`config.mk`:
```
export PLATFORM = sky130hd
export DESIGN_NAME = control_command_frame_parser_core
export DESIGN_NICKNAME = d
export VERILOG_FILES = /design/src/design/ccfp_pkg.sv /design/src/design/control_command_frame_parser_core.sv
export SDC_FILE = /design/constraint.sdc
export NUM_CORES = 1
export LEC_CHECK = 0
export ABC_AREA = 1
export BUFFER_PORTS_ARGS = -buffer_cell sky130_fd_sc_hd__buf_2
export CAP_MARGIN = 20
export CORE_MARGIN = 5
export CORE_UTILIZATION = 40
export DETAILED_ROUTE_END_ITERATION = 8
export PLACE_DENSITY_LB_ADDON = 0.08
export SLEW_MARGIN = 20
export SYNTH_ARGS = -nofsm -noshare
export SYNTH_HDL_FRONTEND = slang
export SYNTH_SLANG_ARGS = --single-unit
```
`constraint.sdc`:
```
create_clock -name clk -period 11.7 [get_ports clk]
set_input_delay 1.17 -clock clk [delete_from_list [all_inputs] [get_ports clk]]
set_output_delay 1.17 -clock clk [all_outputs]
set_load 0.05 [all_outputs]
```
`src/design/ccfp_pkg.sv`:
```
// ----------------------------------------------------------------------------
// ccfp_pkg: shared types and constants of the command frame parser
// Byte codes, frame geometry, config register indexes and result kinds.
// ----------------------------------------------------------------------------
package ccfp_pkg;

  // frame geometry: letter, four value characters, cr, lf
  localparam int FrameLength = 7;
  localparam int PosWidth    = 3;
  localparam logic [PosWidth-1:0] POS_IDLE = PosWidth'(FrameLength);
  localparam logic [PosWidth-1:0] POS_CR   = PosWidth'(FrameLength - 2);
  localparam logic [PosWidth-1:0] POS_LF   = PosWidth'(FrameLength - 1);

  // field widths
  localparam int ByteWidth   = 8;
  localparam int ValueWidth  = 14;
  localparam int ZeroWidth   = 13;
  localparam int StepWidth   = 24;
  localparam int TargetWidth = 16;

  // ascii codes
  localparam logic [ByteWidth-1:0] CHAR_CR    = 8'h0D;
  localparam logic [ByteWidth-1:0] CHAR_LF    = 8'h0A;
  localparam logic [ByteWidth-1:0] CHAR_TAB   = 8'h09;
  localparam logic [ByteWidth-1:0] CHAR_SPACE = 8'h20;
  localparam logic [ByteWidth-1:0] CHAR_PLUS  = 8'h2B;
  localparam logic [ByteWidth-1:0] CHAR_MINUS = 8'h2D;
  localparam logic [ByteWidth-1:0] CHAR_ZERO  = 8'h30;
  localparam logic [ByteWidth-1:0] CHAR_NINE  = 8'h39;
  localparam logic [ByteWidth-1:0] CHAR_S     = 8'h53;
  localparam logic [ByteWidth-1:0] CHAR_D     = 8'h44;

  // config register indexes
  localparam int CfgIndexWidth = 2;
  localparam logic [CfgIndexWidth-1:0] CFG_MAX_VALUE  = 2'd0;
  localparam logic [CfgIndexWidth-1:0] CFG_ZERO_VALUE = 2'd1;
  localparam logic [CfgIndexWidth-1:0] CFG_STEP_SCALE = 2'd2;

  // config reset values
  localparam logic [ValueWidth-1:0] MAX_VALUE_RST  = 14'd1024;
  localparam logic [ZeroWidth-1:0]  ZERO_VALUE_RST = 13'd512;
  localparam logic [StepWidth-1:0]  STEP_SCALE_RST = 24'd32768;

  // result kinds
  typedef enum logic [1:0] {
    KIND_REJECT   = 2'd0,
    KIND_SPEED    = 2'd1,
    KIND_ROTATION = 2'd2
  } kind_t;

  // atoi-style scan phases
  typedef enum logic [3:0] {
    PH_SKIP   = 4'b0001,
    PH_SIGNED = 4'b0010,
    PH_DIGITS = 4'b0100,
    PH_DONE   = 4'b1000
  } phase_t;

endpackage

```
`src/design/control_command_frame_parser_core.sv`:
```
// ----------------------------------------------------------------------------
// control_command_frame_parser_core: seven-byte ascii command frame parser
// Scans letter, four value characters and cr lf, updates speed or rotation
// target in signed q2.14 and reports one result per completed frame.
// ----------------------------------------------------------------------------
// a result shows on out_valid in the cycle after its lf byte is taken
// throughput: one byte per cycle, set by the single output register, which
//   stalls the input only while a finished result is held by out_stall
// reset: rst_n synchronous active low; no frame open, both targets zero,
//   config back to max 1024, zero 512, step 32768
module control_command_frame_parser_core
  import ccfp_pkg::*;
(
  input  logic                          clk,
  input  logic                          rst_n,
  // byte input
  input  logic                          in_valid,
  output logic                          in_stall,
  input  logic [ByteWidth-1:0]          in_rx_byte,
  input  logic                          in_frame_start,
  // result output
  output logic                          out_valid,
  input  logic                          out_stall,
  output logic [1:0]                    out_command_kind,
  output logic [ValueWidth-1:0]         out_command_value,
  output logic signed [TargetWidth-1:0] out_speed_target,
  output logic signed [TargetWidth-1:0] out_rotation_target,
  // config write port
  input  logic                          cfg_valid,
  output logic                          cfg_ready,
  input  logic [CfgIndexWidth-1:0]      cfg_index,
  input  logic [StepWidth-1:0]          cfg_data
);

  localparam int DiffWidth = ValueWidth + 1;               // signed value - zero
  localparam int ProdWidth = DiffWidth + StepWidth + 1;    // signed product
  localparam int FracDrop  = 10;                           // q.24 -> q.14
  localparam int QWidth    = ProdWidth - FracDrop;

  // config registers
  logic [ValueWidth-1:0] max_value_r;
  logic [ZeroWidth-1:0]  zero_value_r;
  logic [StepWidth-1:0]  step_scale_r;

  // frame state
  logic [PosWidth-1:0]   pos_r,     pos_nxt;
  logic                  is_s_r,    is_s_nxt;
  logic                  is_d_r,    is_d_nxt;
  phase_t                phase_r,   phase_nxt;
  logic                  neg_r,     neg_nxt;
  logic [ValueWidth-1:0] acc_r,     acc_nxt;
  logic                  cr_r,      cr_nxt;

  // targets and result register
  logic signed [TargetWidth-1:0] speed_r, speed_nxt;
  logic signed [TargetWidth-1:0] rot_r,   rot_nxt;
  logic                          out_valid_r, out_valid_nxt;
  logic [1:0]                    kind_r,  kind_nxt;
  logic [ValueWidth-1:0]         value_r, value_nxt;

  // datapath
  logic                  in_acc;
  logic [PosWidth-1:0]   pos_sel;
  logic                  is_digit;
  logic                  is_space;
  logic [ValueWidth-1:0] digit_val;
  logic                  frame_ok;
  logic [ValueWidth-1:0] cmd_val;
  logic signed [DiffWidth-1:0] diff;
  logic signed [ProdWidth-1:0] prod;
  logic signed [ProdWidth-1:0] prod_rnd;
  logic signed [QWidth-1:0]    q;
  logic signed [TargetWidth-1:0] target;

  // output register frees the input side unless a result is held
  assign in_stall  = out_valid_r & out_stall;
  assign in_acc    = in_valid & ~in_stall;
  assign cfg_ready = 1'b1;

  assign out_valid           = out_valid_r;
  assign out_command_kind    = kind_r;
  assign out_command_value   = value_r;
  // targets only move together with a new result, so they hold while stalled
  assign out_speed_target    = speed_r;
  assign out_rotation_target = rot_r;

  // config writes; indexes past the list are dropped
  always_ff @(posedge clk) begin
    if (!rst_n) begin
      max_value_r  <= MAX_VALUE_RST;
      zero_value_r <= ZERO_VALUE_RST;
      step_scale_r <= STEP_SCALE_RST;
    end else if (cfg_valid && cfg_ready) begin
      unique case (cfg_index)
        CFG_MAX_VALUE:  max_value_r  <= cfg_data[ValueWidth-1:0];
        CFG_ZERO_VALUE: zero_value_r <= cfg_data[ZeroWidth-1:0];
        CFG_STEP_SCALE: step_scale_r <= cfg_data;
        default: ;
      endcase
    end
  end

  // character classes
  assign is_digit  = (in_rx_byte >= CHAR_ZERO) && (in_rx_byte <= CHAR_NINE);
  assign is_space  = (in_rx_byte == CHAR_SPACE) ||
                     ((in_rx_byte >= CHAR_TAB) && (in_rx_byte <= CHAR_CR));
  assign digit_val = ValueWidth'(in_rx_byte - CHAR_ZERO);

  // frame_start always restarts at the letter position
  assign pos_sel = in_frame_start ? '0 : pos_r;

  // range check and substitution on the lf byte
  assign frame_ok = cr_r && (in_rx_byte == CHAR_LF) && (is_s_r || is_d_r);
  always_comb begin
    cmd_val = acc_r;
    if ((neg_r && (acc_r != '0)) || (acc_r > max_value_r)) begin
      cmd_val = max_value_r >> 1;
    end
  end

  // (value - zero) * step, rounded half up to q.14, saturated
  assign diff     = $signed({1'b0, cmd_val}) - $signed({2'b00, zero_value_r});
  assign prod     = ProdWidth'(diff) * $signed({1'b0, step_scale_r});
  assign prod_rnd = prod + ProdWidth'(1 << (FracDrop - 1));
  assign q        = QWidth'(prod_rnd >>> FracDrop);

  always_comb begin
    if (q > QWidth'(32767)) begin
      target = 16'sh7FFF;
    end else if (q < -QWidth'(32768)) begin
      target = 16'sh8000;
    end else begin
      target = q[TargetWidth-1:0];
    end
  end

  // frame sequencing and atoi scan
  always_comb begin
    pos_nxt       = pos_r;
    is_s_nxt      = is_s_r;
    is_d_nxt      = is_d_r;
    phase_nxt     = phase_r;
    neg_nxt       = neg_r;
    acc_nxt       = acc_r;
    cr_nxt        = cr_r;
    speed_nxt     = speed_r;
    rot_nxt       = rot_r;
    kind_nxt      = kind_r;
    value_nxt     = value_r;
    out_valid_nxt = out_valid_r & out_stall;

    if (in_acc && (pos_sel != POS_IDLE)) begin
      if (pos_sel == '0) begin
        // command letter opens the frame
        is_s_nxt  = (in_rx_byte == CHAR_S);
        is_d_nxt  = (in_rx_byte == CHAR_D);
        phase_nxt = PH_SKIP;
        neg_nxt   = 1'b0;
        acc_nxt   = '0;
        cr_nxt    = 1'b0;
        pos_nxt   = PosWidth'(1);
      end else if (pos_sel < POS_CR) begin
        // value characters
        pos_nxt = pos_sel + PosWidth'(1);
        if (phase_r != PH_DONE) begin
          if (is_digit) begin
            acc_nxt   = (acc_r << 3) + (acc_r << 1) + digit_val;
            phase_nxt = PH_DIGITS;
          end else if ((phase_r == PH_SKIP) && is_space) begin
            phase_nxt = PH_SKIP;
          end else if ((phase_r == PH_SKIP) &&
                       ((in_rx_byte == CHAR_PLUS) || (in_rx_byte == CHAR_MINUS))) begin
            neg_nxt   = (in_rx_byte == CHAR_MINUS);
            phase_nxt = PH_SIGNED;
          end else begin
            phase_nxt = PH_DONE;
          end
        end
      end else if (pos_sel == POS_CR) begin
        cr_nxt  = (in_rx_byte == CHAR_CR);
        pos_nxt = POS_LF;
      end else begin
        // lf byte closes the frame and always gives a result
        pos_nxt       = POS_IDLE;
        out_valid_nxt = 1'b1;
        kind_nxt      = KIND_REJECT;
        value_nxt     = '0;
        if (frame_ok) begin
          value_nxt = cmd_val;
          if (is_s_r) begin
            speed_nxt = target;
            kind_nxt  = KIND_SPEED;
          end else begin
            rot_nxt  = target;
            kind_nxt = KIND_ROTATION;
          end
        end
      end
    end
  end

  always_ff @(posedge clk) begin
    if (!rst_n) begin
      pos_r       <= POS_IDLE;
      is_s_r      <= 1'b0;
      is_d_r      <= 1'b0;
      phase_r     <= PH_SKIP;
      neg_r       <= 1'b0;
      acc_r       <= '0;
      cr_r        <= 1'b0;
      speed_r     <= '0;
      rot_r       <= '0;
      out_valid_r <= 1'b0;
    end else begin
      pos_r       <= pos_nxt;
      is_s_r      <= is_s_nxt;
      is_d_r      <= is_d_nxt;
      phase_r     <= phase_nxt;
      neg_r       <= neg_nxt;
      acc_r       <= acc_nxt;
      cr_r        <= cr_nxt;
      speed_r     <= speed_nxt;
      rot_r       <= rot_nxt;
      out_valid_r <= out_valid_nxt;
    end
  end

  // result payload needs no reset
  always_ff @(posedge clk) begin
    kind_r  <= kind_nxt;
    value_r <= value_nxt;
  end

endmodule

```
Word-level counts from Yosys, hierarchy flattened
Cells that the tools add are included.
{"block": "classes", "n_addsub": 6, "mul": 1, "magnitude_cmp": 8, "n_eq_ne": 16, "mux": 31, "bitwise_logic": 7, "reduce_logical": 31}
{"operator": "$mux W14", "count": 5}
{"operator": "$add A40 B11 Y40 const B", "count": 1}
{"operator": "$mul A15 B25 Y40", "count": 1}
{"operator": "$mux W16", "count": 2}
{"operator": "$gt A30 B16 Y1 const B", "count": 1}
{"operator": "$lt A30 B16 Y1 const B", "count": 1}
{"operator": "$add A14 B14 Y14", "count": 2}
{"operator": "$eq A8 B6 Y1 const B", "count": 3}
{"operator": "$mux W4", "count": 6}
{"operator": "$reduce_and A6 Y1", "count": 3}
{"operator": "$eq A8 B4 Y1 const B", "count": 2}
{"operator": "$eq A8 B7 Y1 const B", "count": 2}
{"operator": "$sub A14 B13 Y15", "count": 1}
{"operator": "$gt A14 B14 Y1", "count": 1}
{"operator": "$mux W1", "count": 14}
{"operator": "$reduce_bool A14 Y1", "count": 1}
{"operator": "$reduce_bool A2 Y1", "count": 5}
{"operator": "$mux W3", "count": 3}
{"operator": "$sub A8 B6 Y9 const B", "count": 1}
{"operator": "$ge A8 B4 Y1 const B", "count": 1}
{"operator": "$ge A8 B6 Y1 const B", "count": 1}
{"operator": "$le A8 B4 Y1 const B", "count": 1}
{"operator": "$le A8 B6 Y1 const B", "count": 1}
{"operator": "$logic_and A1 B1 Y1", "count": 8}
{"operator": "other kinds (19)", "count": 33}
{"block": "totals", "reg_bits": 125, "input_bits": 40, "out_inout_bits": 51, "elab_cells": 115}

Longest topological paths before layout
{"block": "logic_depth", "depth_word": 10, "mapped_depth": 58, "depth_no_buf": 55}

Least setup slack after synthesis
OpenSTA, ideal clock, no wires.
{"block": "synth_timing", "path_kind": "register to register", "start": "reg max_value_r[3]", "end": "reg speed_r[14] (netlist: out_speed_target[14])", "setup_time_ns": 0.109, "arrival_ns": 8.984, "path_slack_ns": 2.607, "path_stages_with_launch": 52, "n_path_buf": 4, "synth_period_minus_slack_ns": 9.093, "cell_sequence": "dfxtp_1 > inv_1 > ha_1 > nand2_1 > o21a_1 > o21ai_0 > nand3_1 > a22o_1 > nand2_1 > clkbuf_1 > o21ai_0 > ha_1 > fa_1 > nand3b_1 > nand2_1 > a21oi_1 > or2_1 > nand2_1 > (+16 left out) > ha_1 > nand2_1 > nor2_1 > inv_1 > nor3_1 > nand2_2 > nand2_2 > nand2_1 > nand3_1 > nand2_1 > nor2_1 > nand2_1 > nand3b_1 > nand2_2 > buf_6 > nand3_1 > nand2_1 > inv_1"}
{"block": "synth_between", "elab_chain_len": 9, "elab_cells_between_ends": 10, "cone_classes": "add/sub: 2; mul: 1; order compare: 3; mux: 3; reduce/logical: 1"}
{"item": "start, declared", "line": "control_command_frame_parser_core.sv:41", "rtl": "logic [ValueWidth-1:0] max_value_r;"}
{"item": "start signal, assigned", "line": "control_command_frame_parser_core.sv:95", "rtl": "CFG_MAX_VALUE: max_value_r <= cfg_data[ValueWidth-1:0];"}
{"item": "$gt A14 B14 Y1", "line": "control_command_frame_parser_core.sv:116", "rtl": "if ((neg_r && (acc_r != '0)) || (acc_r > max_value_r)) begin"}
{"item": "$logic_or A1 B1 Y1", "line": "control_command_frame_parser_core.sv:116"}
{"item": "$mux W14 (*)", "line": "control_command_frame_parser_core.sv:116"}
{"item": "$sub A14 B13 Y15 (*)", "line": "control_command_frame_parser_core.sv:122", "rtl": "assign diff = $signed({1'b0, cmd_val}) - $signed({2'b00, zero_value_r});"}
{"item": "$mul A15 B25 Y40 (*)", "line": "control_command_frame_parser_core.sv:123", "rtl": "assign prod = ProdWidth'(diff) * $signed({1'b0, step_scale_r});"}
{"item": "$add A40 B11 Y40 (*)", "line": "control_command_frame_parser_core.sv:124", "rtl": "assign prod_rnd = prod + ProdWidth'(1 << (FracDrop - 1));"}
{"item": "$lt A30 B16 Y1", "line": "control_command_frame_parser_core.sv:130", "rtl": "end else if (q < -QWidth'(32768)) begin"}
{"item": "$mux W16", "line": "control_command_frame_parser_core.sv:130"}
{"item": "$mux W16 (*)", "line": "control_command_frame_parser_core.sv:128", "rtl": "if (q > QWidth'(32767)) begin"}
{"item": "end signal, assigned", "line": "control_command_frame_parser_core.sv:222", "rtl": "speed_r <= speed_nxt;"}
{"item": "end, declared", "line": "control_command_frame_parser_core.sv:55", "rtl": "logic signed [TargetWidth-1:0] speed_r, speed_nxt;"}
Mark *: on every way between the ends. The rest lies on a longest branch, timed or not.
A chain may end at the register's enable or synchronous reset.

Final worst setup path
{"block": "layout_timing", "start": "reg acc_r[0]", "end": "reg rot_r[2] (netlist: out_rotation_target[2])"}
{"block": "layout_between", "elab_chain_len": 10, "elab_cells_between_ends": 12, "cone_classes": "add/sub: 2; mul: 1; order compare: 3; mux: 3; reduce/logical: 3"}
{"item": "start, declared", "line": "control_command_frame_parser_core.sv:51", "rtl": "logic [ValueWidth-1:0] acc_r, acc_nxt;"}
{"item": "start signal, assigned", "line": "control_command_frame_parser_core.sv:220", "rtl": "acc_r <= acc_nxt;"}
{"item": "parallel branches: the longest is 2 deep, another holds $gt A14 B14 Y1"}
{"item": "$logic_or A1 B1 Y1 (*)", "line": "control_command_frame_parser_core.sv:116"}
{"item": "$mux W14 (*)", "line": "control_command_frame_parser_core.sv:116"}
{"item": "net cmd_val[2]", "line": "control_command_frame_parser_core.sv:68", "rtl": "logic [ValueWidth-1:0] cmd_val;"}
{"item": "$sub A14 B13 Y15 (*)", "line": "control_command_frame_parser_core.sv:122"}
{"item": "$mul A15 B25 Y40 (*)", "line": "control_command_frame_parser_core.sv:123"}
{"item": "$add A40 B11 Y40 (*)", "line": "control_command_frame_parser_core.sv:124"}
{"item": "$lt A30 B16 Y1", "line": "control_command_frame_parser_core.sv:130"}
{"item": "$mux W16", "line": "control_command_frame_parser_core.sv:130"}
{"item": "$mux W16 (*)", "line": "control_command_frame_parser_core.sv:128"}
{"item": "end signal, assigned", "line": "control_command_frame_parser_core.sv:223", "rtl": "rot_r <= rot_nxt;"}
{"item": "end, declared", "line": "control_command_frame_parser_core.sv:56", "rtl": "logic signed [TargetWidth-1:0] rot_r, rot_nxt;"}
Mark *: on every way through the listed nets, which the timed path passes.

==> flow_summary.ini <==
[synthesis]
synthTopCellsByCount = inv_1 (576), nand2_1 (487), fa_1 (297), nor2_1 (285), ha_1 (173)
async_flop_share_pct = 0
synthTopCellsByArea = fa_1 (31%), dfxtp_1 (11%), ha_1 (11%), inv_1 (11%), nand2_1 (9.5%)
synthDistinctLibCells = 57
syn_area_mm2 = 0.01931
synth_top_area_cell = fa_1
syn_inst = 2581
ys_ff_latch = 125
synth_nets = 3091
synth_top_cell_area_share_pct = 30.78
ys_seq_area_share_pct = 13.79
synth_edf_count = 16
ys_warn_count = 0
postSynthAreaPerCell_um2 = 7.483
synth.most_common_cell = inv_1
synthFlopType = dfxtp_1

[min_path]
hold_depth = 2
hold_class = flip-flop to flip-flop
hold_path_end = zero_value_r[7]
hold_start = zero_value_r[7]

[setup_path]
path_delay_family = adder cells
cp-start-kind = flip-flop
worst_r2r_endpoint = out_rotation_target[2]
timing.rr.start = acc_r[0]
critPathArrivalTime_ns = 11.06
crit_type = flip-flop to flip-flop
cp_max_fo = 30
required_ns = 12.07
crit_buf_inv = 8
r2r_setup_slack_ns = 1.00
cp_slowest_cell = nand2_1
crit_path_frequent_cell = nand2_1
endpoint_kind = flip-flop
crit_path_max_incr_delay_ns = 0.56
r2r_cells = 48

[floorplanning]
io_pins = 91
rows = 80
die_width_um = 229.7
start_util_pct = 40.45
die_y_um = 229.7
core_area_mm2 = 0.04775
dieArea_mm2 = 0.05278

[place]
io_buffers = 89
hpwl_um = 50500
place_congestion = 0.9005
place_inst = 3218
pre_cts_ws_ns = 0.8773

[detailed_routing]
wirelength_um = 60050
vias_per_cell = 5.078
via_count = 16500
route.detailed.drc = 0
drt_pre_antenna_iters = 5
wire_per_inst_um = 18.48
detail-route-antenna-nets = 0
drt_iter0_drc = 1153

[timing]
timing.fmax_mhz = 93.50
drv_slew = 0
fin_crit_ns = 10.70
max_slew_margin_pct = 35.74
rsz0062_at_grt = false
max_slew.worst_pin.slew_ns = 0.9629
setup_viol = 0
hold_viol_final = 0
fin_tns_setup_ns = 0
setup_ws_ns = 1.005
post-route-period-util_pct = 91.41
finalClockSkew_ns = 0.01324

[clocking]
clk_path_buf_depth = 2
clk_pin_slew_worst_paths_ns = 0.07
cts_tree = yes
numCtsBuffers = 17
hold_buffers = 0
cts.sinks = 125
clk_latency_ns = 0.47
htreeDepth = 4
cts_root_buf = clkbuf_16

[grt]
grt_start_max_net_pins = 62
grt_pass1_vias = 17110
grt_pass1_wl_um = 96780
antenna_found_initial = 2
grt-ovfl-total = 0
grtUsageTotal_pct = 23.46

[power_and_ir_drop]
power_uw = 5362
p_leak_uw = 0.01077
p_per_area_mw_per_mm2 = 255.9
ir_drop_uv = 219.9

[finish]
final_core_util_pct = 43.88
drive_gt1_share_pct = 7.324
nets = 3132
areaGrowthSynthToFinish_pct = 8.460
stdcell_count = 3250
diodes = 0

[job]
cap_violations = 0

[status]
status = finished clean
==> logic make-up (layout without fill, tap and decap cells) <==
logic type	Yosys count	in the layout	share of synthesized area, %
buffers and inverters	674	728	13.38
DFF	125	125	13.79
adders and majority gates	470	470	41.99
xor gates and xnor gates	26	26	1.257
other	1	1	0.01942
AOI/OAI and AO/OA	299	299	8.454
and+or+nand+nor	986	986	21.12
==> power breakdown <==
| part | total (uW) | switching (uW) | leakage (uW) | internal, uW |
|---|---|---|---|---|
| combinational | 4330 | 2910 | 0.00944 | 1420 |
| sequential | 474 | 26.5 | 0.00103 | 447 |
| clock | 561 | 253 | 0.000302 | 307 |
| total | 5360 | 3190 | 0.0108 | 2170 |
==> sequential cells by signal, indices dropped and copies added, names as in the netlist <==
| register | flops |
|---|---|
| max_value_r | 14 |
| out_command_value | 14 |
| is_d_r | 1 |
| acc_r | 14 |
| out_rotation_target | 16 |
| neg_r | 1 |
| phase_r | 4 |
| pos_r | 3 |
| out_speed_target | 16 |
| out_command_kind | 2 |
| zero_value_r | 13 |
| out_valid | 1 |
| step_scale_r | 24 |
| is_s_r | 1 |
| cr_r | 1 |
==> worst min-delay path, stage by stage, from the launching register on <==
cell     delay (ns)
dfxtp_1        0.30
inv_1          0.06
a21oi_1        0.06
==> placed cells by master, fill, tap and decap left out, types with 89 or more instances in the layout <==
| cell | instances |
|---|---|
| inv_1 | 576 |
| nand2_1 | 486 |
| fa_1 | 297 |
| nor2_1 | 285 |
| ha_1 | 173 |
| a21oi_1 | 151 |
| nand3_1 | 129 |
| dfxtp_1 | 109 |
| o21ai_0 | 102 |
| buf_2 | 89 |
==> worst max-delay path by stage <==
| stage | slack (ns) | from | end | cells after the start |
|---|---|---|---|---|
| 3_3_place_gp | 1.00 | acc_r[9] | out_rotation_target[7] | 47 |
| 5_1_grt | 0.19 | acc_r[9] | out_speed_target[13] | 46 |
| 4_1_cts | 0.83 | acc_r[9] | out_rotation_target[8] | 47 |
| 2_1_floorplan | 2.61 | max_value_r[3] | out_speed_target[14] | 51 |
| 6_report | 1.00 | acc_r[0] | out_rotation_target[2] | 48 |
| 3_5_place_dp | 0.88 | acc_r[9] | out_rotation_target[0] | 47 |
==> metal layers <==
metal  part of all wire [%]  global-route usage [%]  wire length [um]
met1                     47                   33.11             27980
met4                    2.5                   6.725              1480
met3                    6.2                   4.787              3751
met2                     45                   36.72             26830
met5                  0.022                       0                13
==> what timing repair did <==
action                     4_1_cts  5_1_grt
buffers inserted                 0        0
resized for setup                0        1
setup endpoints to repair        0        3
hold endpoints to repair         0        0
==> layout make-up <==
class / instances / area (um2)
clock buffers: 17 / 425.4
clock inverters: 15 / 190.2
fillers: 5029 / 26800
inverters: 584 / 2195
multi-input cells: 1782 / 14080
flip-flops and latches: 125 / 2663
well taps: 615 / 769.5
repair buffers: 112 / 630.6
==> stage by stage <==
step	area [um2]	hold WS, ns
floorplan	19310	0.4353
global placement	20330	0.4540
detailed placement	20330	0.4579
CTS	20950	0.4685
global route	20950	0.4947
finish	20950	0.4671
Power figures use the tool's default switching activity.
